[src/rtl/cfp_pkg.sv]
`default_nettype none
// ----------------------------------------------------------------------------
// cfp_pkg
// Shared types, codes and defaults for the circular FIFO with peek.
// ----------------------------------------------------------------------------
package cfp_pkg;

	localparam int DEPTH_DEF     = 256;
	localparam int ITEM_BITS_DEF = 8;

	localparam int CMD_W       = 2;
	localparam int STATUS_W    = 2;
	localparam int DATA_W      = 8;
	localparam int LEN_FIELD_W = 9;
	localparam int STEP_W      = $clog2(DATA_W);

	typedef logic [CMD_W-1:0]    cmd_t;
	typedef logic [STATUS_W-1:0] status_t;

	localparam cmd_t CMD_WRITE = 2'd0;
	localparam cmd_t CMD_READ  = 2'd1;
	localparam cmd_t CMD_PEEK  = 2'd2;
	localparam cmd_t CMD_CLEAR = 2'd3;

	localparam status_t ST_OK    = 2'd0;
	localparam status_t ST_FULL  = 2'd1;
	localparam status_t ST_EMPTY = 2'd2;

	// controller -> datapath
	typedef struct packed {
		logic              load;
		logic              mod_step;
		logic [STEP_W-1:0] mod_shift;
		logic              exec;
		logic              finish;
	} ctl_t;

	// datapath -> controller
	typedef struct packed {
		logic in_is_peek;
		logic out_free;
	} sts_t;

endpackage
`default_nettype wire

[src/rtl/cfp_if.sv]
`default_nettype none
// ----------------------------------------------------------------------------
// cfp_if
// Command and response channels of the circular FIFO with peek.
// ----------------------------------------------------------------------------
interface cfp_cmd_if;
	logic                     valid;
	logic                     ready;
	logic [1:0]               cmd;
	logic [7:0]               write_data;
	logic [7:0]               peek_position;

	modport source (output valid, cmd, write_data, peek_position, input ready);
	modport sink (input valid, cmd, write_data, peek_position, output ready);
endinterface

interface cfp_rsp_if;
	logic                     valid;
	logic                     ready;
	logic [1:0]               status;
	logic [7:0]               read_data;
	logic [7:0]               item_count;
	logic                     full_flag;
	logic                     empty_flag;

	modport source (output valid, status, read_data, item_count, full_flag, empty_flag,
		input ready);
	modport sink (input valid, status, read_data, item_count, full_flag, empty_flag,
		output ready);
endinterface
`default_nettype wire

[src/rtl/cfp_ctrl.sv]
`default_nettype none
// ----------------------------------------------------------------------------
// cfp_ctrl
// Command sequencer: accept, peek modulo steps, slot access, result hand-off.
// ----------------------------------------------------------------------------
module cfp_ctrl (
	input  wire logic         clk,
	input  wire logic         arst_n,
	input  wire logic         in_valid,
	output logic              in_ready,
	input  wire cfp_pkg::sts_t sts,
	output cfp_pkg::ctl_t     ctl
);
	import cfp_pkg::*;

	localparam logic [1:0] S_IDLE = 2'd0;
	localparam logic [1:0] S_MOD  = 2'd1;
	localparam logic [1:0] S_MEM  = 2'd2;
	localparam logic [1:0] S_DONE = 2'd3;

	localparam logic [STEP_W-1:0] STEP_LAST = STEP_W'(DATA_W - 1);

	logic [1:0]        state_q, state_nxt;
	logic [STEP_W-1:0] step_q;

	always_comb begin
		ctl           = '0;
		ctl.mod_shift = step_q;
		in_ready      = (state_q == S_IDLE);
		state_nxt     = state_q;
		unique case (state_q)
			S_IDLE: begin
				ctl.load = in_valid;
				if (in_valid) begin
					state_nxt = sts.in_is_peek ? S_MOD : S_MEM;
				end
			end
			S_MOD: begin
				ctl.mod_step = 1'b1;
				if (step_q == '0) begin
					state_nxt = S_MEM;
				end
			end
			S_MEM: begin
				ctl.exec  = 1'b1;
				state_nxt = S_DONE;
			end
			S_DONE: begin
				ctl.finish = sts.out_free;
				if (sts.out_free) begin
					state_nxt = S_IDLE;
				end
			end
			default: state_nxt = S_IDLE;
		endcase
	end

	always_ff @(posedge clk or negedge arst_n) begin
		if (!arst_n) begin
			state_q <= S_IDLE;
			step_q  <= '0;
		end else begin
			state_q <= state_nxt;
			// remainder steps run from the top bit down
			if (ctl.load) begin
				step_q <= STEP_LAST;
			end else if (ctl.mod_step) begin
				step_q <= step_q - STEP_W'(1);
			end
		end
	end

	a_mem_then_done: assert property (@(posedge clk) disable iff (!arst_n)
		(state_q == S_MEM) |=> (state_q == S_DONE))
		else $error("slot access not followed by result stage");

	a_one_at_a_time: assert property (@(posedge clk) disable iff (!arst_n)
		(in_valid && in_ready) |=> !in_ready)
		else $error("second command taken while one is in flight");

	a_mod_then_mem: assert property (@(posedge clk) disable iff (!arst_n)
		((state_q == S_MOD) && (step_q == '0)) |=> (state_q == S_MEM))
		else $error("remainder steps not followed by slot access");

endmodule
`default_nettype wire

[src/rtl/cfp_datapath.sv]
`default_nettype none
// ----------------------------------------------------------------------------
// cfp_datapath
// Ring indexes, slot store, peek remainder unit and result register.
// ----------------------------------------------------------------------------
module cfp_datapath #(
	parameter int DEPTH     = cfp_pkg::DEPTH_DEF,
	parameter int ITEM_BITS = cfp_pkg::ITEM_BITS_DEF
) (
	input  wire logic                               clk,
	input  wire logic                               arst_n,
	input  wire logic                               cfg_wr_en,
	input  wire logic [cfp_pkg::LEN_FIELD_W-1:0]    cfg_wr_data,
	input  wire cfp_pkg::cmd_t                      cmd,
	input  wire logic [cfp_pkg::DATA_W-1:0]         write_data,
	input  wire logic [cfp_pkg::DATA_W-1:0]         peek_position,
	input  wire cfp_pkg::ctl_t                      ctl,
	output cfp_pkg::sts_t                           sts,
	input  wire logic                               out_ready,
	output logic                                    out_valid,
	output cfp_pkg::status_t                        status,
	output logic [cfp_pkg::DATA_W-1:0]              read_data,
	output logic [cfp_pkg::DATA_W-1:0]              item_count,
	output logic                                    full_flag,
	output logic                                    empty_flag
);
	import cfp_pkg::*;

	localparam int IDX_W   = $clog2(DEPTH);
	localparam int HW_W    = IDX_W + 1;
	localparam int LEN_C_W = $clog2(DEPTH + 1);
	localparam int LEN_W   = (LEN_FIELD_W > LEN_C_W) ? LEN_FIELD_W : LEN_C_W;
	localparam int SH_W    = LEN_W + DATA_W - 1;

	localparam logic [LEN_W-1:0] LEN_MIN = LEN_W'(2);
	localparam logic [LEN_W-1:0] LEN_MAX = LEN_W'(DEPTH);

	logic [ITEM_BITS-1:0] mem [DEPTH];
	logic [ITEM_BITS-1:0] mem_rdata_q;

	logic [LEN_W-1:0]  len_q;
	logic [IDX_W-1:0]  wr_idx_q, rd_idx_q;
	logic [HW_W-1:0]   fill_q;      // slots below this mark have been written
	cmd_t              cmd_q;
	logic [DATA_W-1:0] wdata_q;
	logic [DATA_W-1:0] rem_q;
	status_t           status_q;
	logic              rvalid_q;
	logic              out_valid_q;

	logic [LEN_W-1:0]  len_in, len_clamped;
	logic [LEN_W-1:0]  nw_ext, nr_ext;
	logic [IDX_W-1:0]  next_wr, next_rd, rd_addr;
	logic              full_now, empty_now, mem_we, mem_re;
	logic [SH_W-1:0]   len_sh, rem_ext;
	logic [LEN_W-1:0]  wr_l, rd_l, count;

	always_comb begin
		len_in      = LEN_W'(cfg_wr_data);
		len_clamped = (len_in < LEN_MIN) ? LEN_MIN : ((len_in > LEN_MAX) ? LEN_MAX : len_in);

		nw_ext  = LEN_W'(wr_idx_q) + LEN_W'(1);
		nr_ext  = LEN_W'(rd_idx_q) + LEN_W'(1);
		next_wr = (nw_ext >= len_q) ? '0 : IDX_W'(nw_ext);
		next_rd = (nr_ext >= len_q) ? '0 : IDX_W'(nr_ext);

		full_now  = (next_wr == rd_idx_q);
		empty_now = (rd_idx_q == wr_idx_q);

		mem_we  = ctl.exec && (cmd_q == CMD_WRITE) && !full_now;
		mem_re  = ctl.exec && (((cmd_q == CMD_READ) && !empty_now) || (cmd_q == CMD_PEEK));
		rd_addr = (cmd_q == CMD_READ) ? rd_idx_q : IDX_W'(rem_q);

		len_sh  = SH_W'(len_q) << ctl.mod_shift;
		rem_ext = SH_W'(rem_q);

		wr_l  = LEN_W'(wr_idx_q);
		rd_l  = LEN_W'(rd_idx_q);
		count = (wr_l >= rd_l) ? (wr_l - rd_l) : (wr_l + len_q - rd_l);

		sts.in_is_peek = (cmd == CMD_PEEK);
		sts.out_free   = !out_valid_q || out_ready;
	end

	// slot store: one access per command
	always_ff @(posedge clk) begin
		if (mem_we) begin
			mem[wr_idx_q] <= ITEM_BITS'(wdata_q);
		end
		if (mem_re) begin
			mem_rdata_q <= mem[rd_addr];
		end
	end

	always_ff @(posedge clk) begin
		if (ctl.load) begin
			cmd_q   <= cmd;
			wdata_q <= write_data;
		end
		// restoring remainder, one bit per step
		if (ctl.load) begin
			rem_q <= peek_position;
		end else if (ctl.mod_step && (rem_ext >= len_sh)) begin
			rem_q <= rem_q - len_sh[DATA_W-1:0];
		end
	end

	always_ff @(posedge clk or negedge arst_n) begin
		if (!arst_n) begin
			len_q    <= LEN_MAX;
			wr_idx_q <= '0;
			rd_idx_q <= '0;
			fill_q   <= '0;
			status_q <= ST_OK;
			rvalid_q <= 1'b0;
		end else if (cfg_wr_en) begin
			len_q    <= len_clamped;
			wr_idx_q <= '0;
			rd_idx_q <= '0;
		end else if (ctl.exec) begin
			status_q <= ((cmd_q == CMD_WRITE) && full_now) ? ST_FULL :
				(((cmd_q == CMD_READ) && empty_now) ? ST_EMPTY : ST_OK);
			// slots at or past the fill mark are unwritten; their reads give zero
			rvalid_q <= mem_re && ({1'b0, rd_addr} < fill_q);
			unique case (cmd_q)
				CMD_WRITE: begin
					if (!full_now) begin
						wr_idx_q <= next_wr;
						if ({1'b0, wr_idx_q} == fill_q) begin
							fill_q <= fill_q + HW_W'(1);
						end
					end
				end
				CMD_READ: begin
					if (!empty_now) begin
						rd_idx_q <= next_rd;
					end
				end
				CMD_PEEK: begin
				end
				CMD_CLEAR: begin
					wr_idx_q <= '0;
					rd_idx_q <= '0;
				end
				default: begin
				end
			endcase
		end
	end

	// result register
	always_ff @(posedge clk or negedge arst_n) begin
		if (!arst_n) begin
			out_valid_q <= 1'b0;
		end else if (ctl.finish) begin
			out_valid_q <= 1'b1;
		end else if (out_ready) begin
			out_valid_q <= 1'b0;
		end
	end

	always_ff @(posedge clk) begin
		if (ctl.finish) begin
			status     <= status_q;
			read_data  <= rvalid_q ? mem_rdata_q[DATA_W-1:0] : '0;
			item_count <= count[DATA_W-1:0];
			full_flag  <= full_now;
			empty_flag <= empty_now;
		end
	end

	assign out_valid = out_valid_q;

	a_wr_in_ring: assert property (@(posedge clk) disable iff (!arst_n)
		LEN_W'(wr_idx_q) < len_q)
		else $error("write index outside ring");

	a_rd_in_ring: assert property (@(posedge clk) disable iff (!arst_n)
		LEN_W'(rd_idx_q) < len_q)
		else $error("read index outside ring");

	a_fill_mark: assert property (@(posedge clk) disable iff (!arst_n)
		{1'b0, wr_idx_q} <= fill_q)
		else $error("write index past fill mark");

endmodule
`default_nettype wire

[src/rtl/circular_fifo_with_peek_top.sv]
`default_nettype none
// ----------------------------------------------------------------------------
// circular_fifo_with_peek_top
// Byte FIFO in a ring of slots with one slot kept empty; write, read,
// peek and clear commands, one result per command.
// ----------------------------------------------------------------------------
//  channel   dir  handshake      payload
//  cmd_ch    in   valid/ready    cmd, write_data, peek_position
//  rsp_ch    out  valid/ready    status, read_data, item_count, full_flag, empty_flag
//  cfg       in   cfg_wr_en      cfg_wr_data (buffer length)
//
// Write, read and clear pass from transfer through slot access to result;
// peek first runs the bit-serial remainder of the position by the length.
// One command is in flight at a time; the next is taken once its result
// sits in the output register, even while that result waits for rsp_ch.ready.
// Reset needs no clearing pass: a fill mark makes unwritten slots read as zero.
// ----------------------------------------------------------------------------
module circular_fifo_with_peek_top #(
	parameter int DEPTH     = cfp_pkg::DEPTH_DEF,
	parameter int ITEM_BITS = cfp_pkg::ITEM_BITS_DEF
) (
	input  wire logic                            clk,
	input  wire logic                            arst_n,
	input  wire logic                            cfg_wr_en,
	input  wire logic [cfp_pkg::LEN_FIELD_W-1:0] cfg_wr_data,
	cfp_cmd_if.sink                              cmd_ch,
	cfp_rsp_if.source                            rsp_ch
);
	import cfp_pkg::*;

	ctl_t ctl;
	sts_t sts;
	logic in_ready;

	assign cmd_ch.ready = in_ready;

	cfp_ctrl u_ctrl (
		.clk      (clk),
		.arst_n   (arst_n),
		.in_valid (cmd_ch.valid),
		.in_ready (in_ready),
		.sts      (sts),
		.ctl      (ctl)
	);

	cfp_datapath #(
		.DEPTH     (DEPTH),
		.ITEM_BITS (ITEM_BITS)
	) u_datapath (
		.clk           (clk),
		.arst_n        (arst_n),
		.cfg_wr_en     (cfg_wr_en),
		.cfg_wr_data   (cfg_wr_data),
		.cmd           (cmd_ch.cmd),
		.write_data    (cmd_ch.write_data),
		.peek_position (cmd_ch.peek_position),
		.ctl           (ctl),
		.sts           (sts),
		.out_ready     (rsp_ch.ready),
		.out_valid     (rsp_ch.valid),
		.status        (rsp_ch.status),
		.read_data     (rsp_ch.read_data),
		.item_count    (rsp_ch.item_count),
		.full_flag     (rsp_ch.full_flag),
		.empty_flag    (rsp_ch.empty_flag)
	);

endmodule
`default_nettype wire
[src/flat_wrapper.sv]
// flat-port wrapper written by rule: the top's interface ports become plain ports
module circular_fifo_with_peek_top_flat import cfp_pkg::*;
#(
	parameter int DEPTH     = cfp_pkg::DEPTH_DEF,
	parameter int ITEM_BITS = cfp_pkg::ITEM_BITS_DEF
)
  (clk, arst_n, cfg_wr_en, cfg_wr_data, cmd_ch_valid, cmd_ch_cmd, cmd_ch_write_data, cmd_ch_peek_position, cmd_ch_ready, rsp_ch_valid, rsp_ch_status, rsp_ch_read_data, rsp_ch_item_count, rsp_ch_full_flag, rsp_ch_empty_flag, rsp_ch_ready);
  cfp_cmd_if cmd_ch_i ();
  cfp_rsp_if rsp_ch_i ();
  input  wire logic clk;
  input  wire logic arst_n;
  input  wire logic cfg_wr_en;
  input  wire logic [cfp_pkg::LEN_FIELD_W-1:0] cfg_wr_data;
  input wire logic [$bits(cmd_ch_i.valid)-1:0] cmd_ch_valid;
  input wire logic [$bits(cmd_ch_i.cmd)-1:0] cmd_ch_cmd;
  input wire logic [$bits(cmd_ch_i.write_data)-1:0] cmd_ch_write_data;
  input wire logic [$bits(cmd_ch_i.peek_position)-1:0] cmd_ch_peek_position;
  output wire logic [$bits(cmd_ch_i.ready)-1:0] cmd_ch_ready;
  output wire logic [$bits(rsp_ch_i.valid)-1:0] rsp_ch_valid;
  output wire logic [$bits(rsp_ch_i.status)-1:0] rsp_ch_status;
  output wire logic [$bits(rsp_ch_i.read_data)-1:0] rsp_ch_read_data;
  output wire logic [$bits(rsp_ch_i.item_count)-1:0] rsp_ch_item_count;
  output wire logic [$bits(rsp_ch_i.full_flag)-1:0] rsp_ch_full_flag;
  output wire logic [$bits(rsp_ch_i.empty_flag)-1:0] rsp_ch_empty_flag;
  input wire logic [$bits(rsp_ch_i.ready)-1:0] rsp_ch_ready;
  assign cmd_ch_i.valid = cmd_ch_valid;
  assign cmd_ch_i.cmd = cmd_ch_cmd;
  assign cmd_ch_i.write_data = cmd_ch_write_data;
  assign cmd_ch_i.peek_position = cmd_ch_peek_position;
  assign cmd_ch_ready = cmd_ch_i.ready;
  assign rsp_ch_valid = rsp_ch_i.valid;
  assign rsp_ch_status = rsp_ch_i.status;
  assign rsp_ch_read_data = rsp_ch_i.read_data;
  assign rsp_ch_item_count = rsp_ch_i.item_count;
  assign rsp_ch_full_flag = rsp_ch_i.full_flag;
  assign rsp_ch_empty_flag = rsp_ch_i.empty_flag;
  assign rsp_ch_i.ready = rsp_ch_ready;
  circular_fifo_with_peek_top #(.DEPTH(DEPTH), .ITEM_BITS(ITEM_BITS)) u_core (.clk(clk), .arst_n(arst_n), .cfg_wr_en(cfg_wr_en), .cfg_wr_data(cfg_wr_data), .cmd_ch(cmd_ch_i), .rsp_ch(rsp_ch_i));
endmodule
[config.mk]
export PLATFORM = sky130hd
export DESIGN_NAME = circular_fifo_with_peek_top_flat
export DESIGN_NICKNAME = d
export VERILOG_FILES = /design/src/rtl/cfp_pkg.sv /design/src/rtl/cfp_if.sv /design/src/rtl/cfp_ctrl.sv /design/src/rtl/cfp_datapath.sv /design/src/rtl/circular_fifo_with_peek_top.sv /design/src/flat_wrapper.sv
export SDC_FILE = /design/constraint.sdc
export NUM_CORES = 2
export LEC_CHECK = 0
export BUFFER_PORTS_ARGS = -buffer_cell sky130_fd_sc_hd__buf_2
export CAP_MARGIN = 25
export CORE_UTILIZATION = 25
export DETAILED_ROUTE_END_ITERATION = 10
export HOLD_SLACK_MARGIN = 0.06
export PLACE_DENSITY_LB_ADDON = 0.15
export SLEW_MARGIN = 10
export SYNTH_ARGS = -nofsm -noshare
export SYNTH_HDL_FRONTEND = slang
export SYNTH_SLANG_ARGS = --single-unit
[constraint.sdc]
create_clock -name clk -period 5.3 [get_ports clk]
set_input_delay 0 -clock clk [delete_from_list [all_inputs] [get_ports clk]]
set_output_delay 0 -clock clk [all_outputs]
set_load 0.02 [all_outputs]
After elaboration in Yosys (flattened, before gate mapping) --
Memories as Yosys holds them, arrays and structs flattened. A register that Yosys moved wholly into a read port is not among the register bits. Cells that the tools add are included. W data, S select, Z words.
Storage, ports and cells: RAM bits 2048, output and inout bits 22, memories kept 1, register bits 81, input port bits 32, bits in read-only memories 0, word-level logic and storage cells 111, latch bits 0
Memories:
- u_core.u_datapath.mem | depth 256, width 8, read ports 1, clocked after Yosys merged registers in 1, write ports 1, RTL line cfp_datapath.sv:38 | logic [ITEM_BITS-1:0] mem [DEPTH];
Operators by class: divide/modulo/power cells 0, magnitude comparators 7, reduce and logical (&&, ||, !) cells 27, shifts and indexed selects 1, add/subtract/negate cells 8, eq/ne operators 15, bitwise operators 2, multipliers 0, multiplexer cells 33
Operators by type and width (count):
- $mux W8 | 12
- $pmux W8 S2 | 2
- $sub A8 B8 Y8 | 3
- $add A8 B1 Y9 const B | 2
- $ge A9 B9 Y1 | 2
- $mux W9 | 2
- $eq A8 B8 Y1 | 2
- $ge A8 B16 Y1 | 1
- $shl A9 B3 Y16 | 1
- $mux W2 | 6
- $eq A2 B2 Y1 const B | 5
- $add A9 B1 Y9 const B | 1
- $eq A8 B9 Y1 | 1
- $gt A9 B9 Y1 const B | 1
- $lt A8 B9 Y1 | 1
- $lt A9 B2 Y1 const B | 1
- $reduce_and A3 Y1 | 3
- $add A8 B8 Y8 | 1
- $ge A8 B8 Y1 | 1
- $logic_and A1 B1 Y1 | 8
- $mux W1 | 8
- $pmux W2 S4 | 1
- $reduce_bool A2 Y1 | 4
- $mux W3 | 2
- other kinds (12) | 22

Depth between registers and ports, before layout --
word-level depth 8, gate-level depth with buffers 16, depth with buffers taken out 14

By module --
Synthesis repeated with hierarchy kept, for this count alone.
Second synthesis, totals: cells, all modules 6176, area, all modules 86962.2 sq um
Modules (own cells, without submodules):
- cfp_datapath | cells each 6141, seq. area each 63832.5 sq um, instances 1, area an instance 86624.3 sq um
- cfp_ctrl | cells each 35, seq. area each 125.1 sq um, instances 1, area an instance 337.8 sq um

Worst setup path after synthesis --
No wires, ideal clock.
path type reg2reg, from register u_core.u_datapath.wr_idx_q[0], to memory u_core.u_datapath.mem[200][0] (netlist name) (enable), library setup time 370 ps, cell stages (with the launch flop) 17, period minus slack after synthesis 4369 ps, data required time 4930 ps, data arrival time 3999 ps, buffers on the path 2, path slack 931 ps, path through dfrtp_1 ha_1 nand3_1 or3_1 nand2_1 ha_1 a21o_1 a221oi_1 o22a_1 nand3_1 a32o_1 nand3_2 nand4_4 or4_1 buf_2 buf_6 nor2_1
Between the ends: longest elaborated chain between the ends 8
Ends and longest elaborated chain:
- start: declaration | RTL line cfp_datapath.sv:42 | logic [IDX_W-1:0] wr_idx_q, rd_idx_q;
- start signal: assignment | RTL line cfp_datapath.sv:128 | wr_idx_q <= next_wr;
- $add A8 B1 Y9 | RTL line cfp_datapath.sv:62 | nw_ext = LEN_W'(wr_idx_q) + LEN_W'(1);
- $ge A9 B9 Y1 | RTL line cfp_datapath.sv:64 | next_wr = (nw_ext >= len_q) ? '0 : IDX_W'(nw_ext);
- $mux W8 | RTL line cfp_datapath.sv:64
- $eq A8 B8 Y1 | RTL line cfp_datapath.sv:67 | full_now = (next_wr == rd_idx_q);
- $logic_not A1 Y1
- $logic_and A1 B1 Y1 | RTL line cfp_datapath.sv:70 | mem_we = ctl.exec && (cmd_q == CMD_WRITE) && !full_now;
- $mux W1 | RTL line cfp_datapath.sv:87 | if (mem_we) begin
- $mux W1 (implied by the code) | RTL line cfp_datapath.sv:88 | mem[wr_idx_q] <= ITEM_BITS'(wdata_q);
- end: declaration | RTL line cfp_datapath.sv:38
Parallel ways exist; a longest one is shown, timed or not.

Worst setup path in the final report --
from register u_core.u_datapath.wr_idx_q[0], to memory u_core.u_datapath.mem[91][1] (netlist name) (enable)
The elaborated chain is that of the path after synthesis.

==> metrics.txt <==
critical path capture point type=register; number of optimization iterations in the first detailed-route pass=5; number of global-route vias before repair=54900; insertion delay to the later sink of the worst-skew pair=~0.92 ns; maximum fanout along the worst path=8; sum of negative setup slack=0 ns; core footprint=346000 um^2; total via count in the routed design=55100; Max-cap violations=0; category of the worst setup path launch point=register; Rows=approximately 220; Yosys cell types=85; sum of routed wire length over all layers=about 330000 um; Avg Cell Area, Syn=13.9 um^2; Worst Skew=0.0732 ns; crit share post-route=94.9%; number of antenna violations at the first check in global routing=26; Clock Tree Buf Depth=4; combinational share of power=22.3%; Post-synth top flop=edfxtp_1; total routing resource utilization after global routing=18.5%; Final Net Count=6612; setup repair after global routing missed its margin=yes; Mapped Cells=6261; area taken by multi-input logic gates=20900 um^2; die height=591 um; share of layout cells above drive strength 1=11.9%; RePlAce Congestion=0.864; PortBufs=53; type of the worst min-delay path=input port to register; Final Hold Viols=0; Num CTS Buffers=241; maximum number of pins on one net before global-route repair=118; overall overflow remaining after global route=0; max-slew violations=0; fraction of power spent switching nets=32.0%; result of the run=completed; hpwl dp=~220000 um; Leakage=between 30 and 40 nW; clock-pin slew on the worst setup and hold paths=0.07 ns; CTS tree=done; Synthesis Warnings=0; FF/Latch Area=64000 um^2; area growth from synthesis to final layout=17.9%; data arrival time at the worst-slack endpoint=5.53 ns; sequential fraction of design power=41.5%; global-route wire length before repair=455000 um; VDD IR-drop max=0.000292 V; Slew @ Worst Pin=1.17 ns; DR WL/cell=29.2 um; FILL cells=34800; share of power burned in the clock network=between 30% and 40%; share of flip-flops with an asynchronous set or reset after synthesis=2.01%; CTS root buffer=clkbuf_16; count of endpoints failing setup in the final report=0; drt via density=4.88; hold_ws=0.169 ns; EDFF count, synth=about 2100; starting density of the core=25.1%; syn nets=about 6400; number of primary I/O pins=54; DRC violations left=0; number of clock sinks=~2100; net switching power figure=~15 mW; number of H-tree branching levels=4; post-route total power=47.0 mW; die width=approximately 600 um; Cell Area, Synth=86900 um^2; DRT iter0 DRCs=5770; relative max-transition margin=22.1%; die area=350000 um^2; internal power=31.9 mW; post-synthesis sequential area ratio=approximately 74%; flops & latches, synth=2137; Final min period=5.03 ns; Data required, critical path=slightly below 6 ns; Pwr Density=roughly 460 nW/um^2; maximum operating frequency=about 0.2 GHz; ANT nets after route=0; kind of critical path=register to register
-- cells by family after synthesis --
kind of cell | share of synthesized area, %
AOI/OAI and AO/OA | 5.73
xor gates and xnor gates | 0.464
adders and majority gates | 1.07
buffers and inverters | 2.54
DFF | 73.6
muxes | 3.84
and+or+nand+nor | 12.7
-- metrics by stage --
| stage | worst slack [ns] | cell area [um^2] | utilization, % | std cells |
|---|---|---|---|---|
| 6_report | 0.271 | 102000 | 29.6 | 11300 |
| 5_1_grt | -0.0276 | 102000 | 29.6 | 11300 |
| 4_1_cts | 0.250 | 102000 | 29.6 | 11300 |
| 3_5_place_dp | 0.245 | 93700 | 27.1 | 10800 |
| 3_3_place_gp | 0.267 | 93600 | 27.1 | 10800 |
| 2_1_floorplan | 0.931 | 86900 | - | 6261 |
-- flip-flops by register name, indices dropped and copies added, names as in the netlist, 3 cells and up --
name                           flops
u_core.u_datapath.wdata_q          8
u_core.u_datapath.rem_q            8
u_core.u_datapath.len_q            9
u_core.u_ctrl.step_q               3
u_core.u_datapath.mem_rdata_q      8
u_core.u_datapath.mem           2048
u_core.u_datapath.item_count       8
u_core.u_datapath.wr_idx_q         8
u_core.u_datapath.rd_idx_q         8
u_core.u_datapath.fill_q           9
u_core.u_datapath.read_data        8
-- repair_timing --
action / in CTS / in global routing
endpoints found under the setup margin: 0 / 123
buffers inserted: 0 / 0
hold buffers: 79 / 0
hold endpoints to repair: 123 / 0
gates resized for setup: 0 / 15
-- layout by cell type, fill, tap and decap left out, types with 46 or more instances in the layout --
| cell type | instances |
|---|---|
| a32oi_1 | 118 |
| and3_1 | 56 |
| ha_1 | 60 |
| o21ai_0 | 71 |
| nand2_1 | 1479 |
| buf_4 | 209 |
| clkinv_2 | 49 |
| inv_1 | 80 |
| nand3_1 | 482 |
| edfxtp_1 | 2094 |
| dlygate4sd3_1 | 79 |
| mux2i_1 | 146 |
| clkinv_1 | 47 |
| buf_2 | 53 |
| mux4_2 | 80 |
| buf_12 | 47 |
| a31oi_1 | 144 |
| a221oi_1 | 46 |
| nand4_1 | 95 |
| a21oi_1 | 145 |
| nor2_1 | 339 |
| clkbuf_1 | 47 |
| clkbuf_16 | 242 |
-- layout make-up --
class,instances,share of cell area (%)
Inverter,85,0.319
Antenna cell,8,0.0196
Clock buffer,289,6.09
Timing Repair Buffer,390,3.51
Multi-Input combinational cell,3656,20.4
Sequential cell,2137,62.5
Clock inverter,147,1.61
Tap cell,4578,5.59
-- power groups by stage --
stage | Sequential (mW) | Clock (mW) | Combinational [mW]
final | 19.5 | 17.0 | 10.5
after global routing | 19.5 | 17.9 | 11.1
after CTS | 19.5 | 17.4 | 10.6
after detailed placement | 19.9 | 0 | 10.5
after global placement | 19.9 | 0 | 10.5
after floorplan | 20.3 | 0 | 4.90
-- cells in the mapped netlist, types with 31 or more instances --
cell | count | area, um^2
o21ai_0 | 71 | 355
a31oi_1 | 145 | 907
buf_1 | 40 | 150
a21oi_1 | 145 | 726
nor2_1 | 362 | 1360
ha_1 | 60 | 751
mux2i_1 | 148 | 1480
inv_1 | 81 | 304
a22oi_1 | 41 | 308
dfrtp_1 | 42 | 1050
nand2_1 | 1479 | 5550
xnor2_1 | 39 | 342
mux4_2 | 80 | 1800
buf_2 | 236 | 1180
and3_1 | 56 | 350
nand3_1 | 482 | 2410
nand4_1 | 95 | 594
buf_4 | 31 | 233
edfxtp_1 | 2094 | 62900
a32oi_1 | 118 | 1030
clkbuf_1 | 71 | 267
a221oi_1 | 46 | 403
-- critical path: stages (launching register included) --
cell	delay, ns
dfrtp_1	0.46
ha_1	0.21
nand3_1	0.22
o21ai_0	0.33
nand2_1	0.12
ha_1	0.30
a21o_1	0.18
a221oi_1	0.40
o22a_1	0.30
nand3_1	0.11
a32o_1	0.30
nand3_2	0.11
and2_0	0.22
nand3_4	0.42
buf_4	0.35
nor2_1	0.55
-- metal layers --
| metal | track usage [%] | vias to the layer above | share of wire (%) |
|---|---|---|---|
| met4 | 4.87 | 14 | 2.7 |
| met3 | 3.21 | 398 | 6.0 |
| li1 | - | 24000 | - |
| met1 | 25.3 | 28900 | 44 |
| met2 | 30.1 | 1821 | 47 |
| met5 | 0 | - | 0.028 |
-- worst paths after layout --
kind / start / end / slack [ns] / cells past startpoint
max: u_core.u_datapath.wr_idx_q[0] / u_core.u_datapath.mem[91][1] / 0.27 / 15
min: cmd_ch_valid / u_core.u_ctrl.state_q[0] / 0.17 / 6
max reg2reg: u_core.u_datapath.wr_idx_q[0] / u_core.u_datapath.mem[91][1] / 0.27 / 15
min reg2reg: u_core.u_datapath.status_q[0] / u_core.u_datapath.status[0] / 0.46 / 0
max in group asynchronous: arst_n / u_core.u_datapath.wr_idx_q[2] / 4.53 / 4
min in group asynchronous: arst_n / u_core.u_datapath.status_q[1] / 0.31 / 4
(Power assumes the default switching activity.)
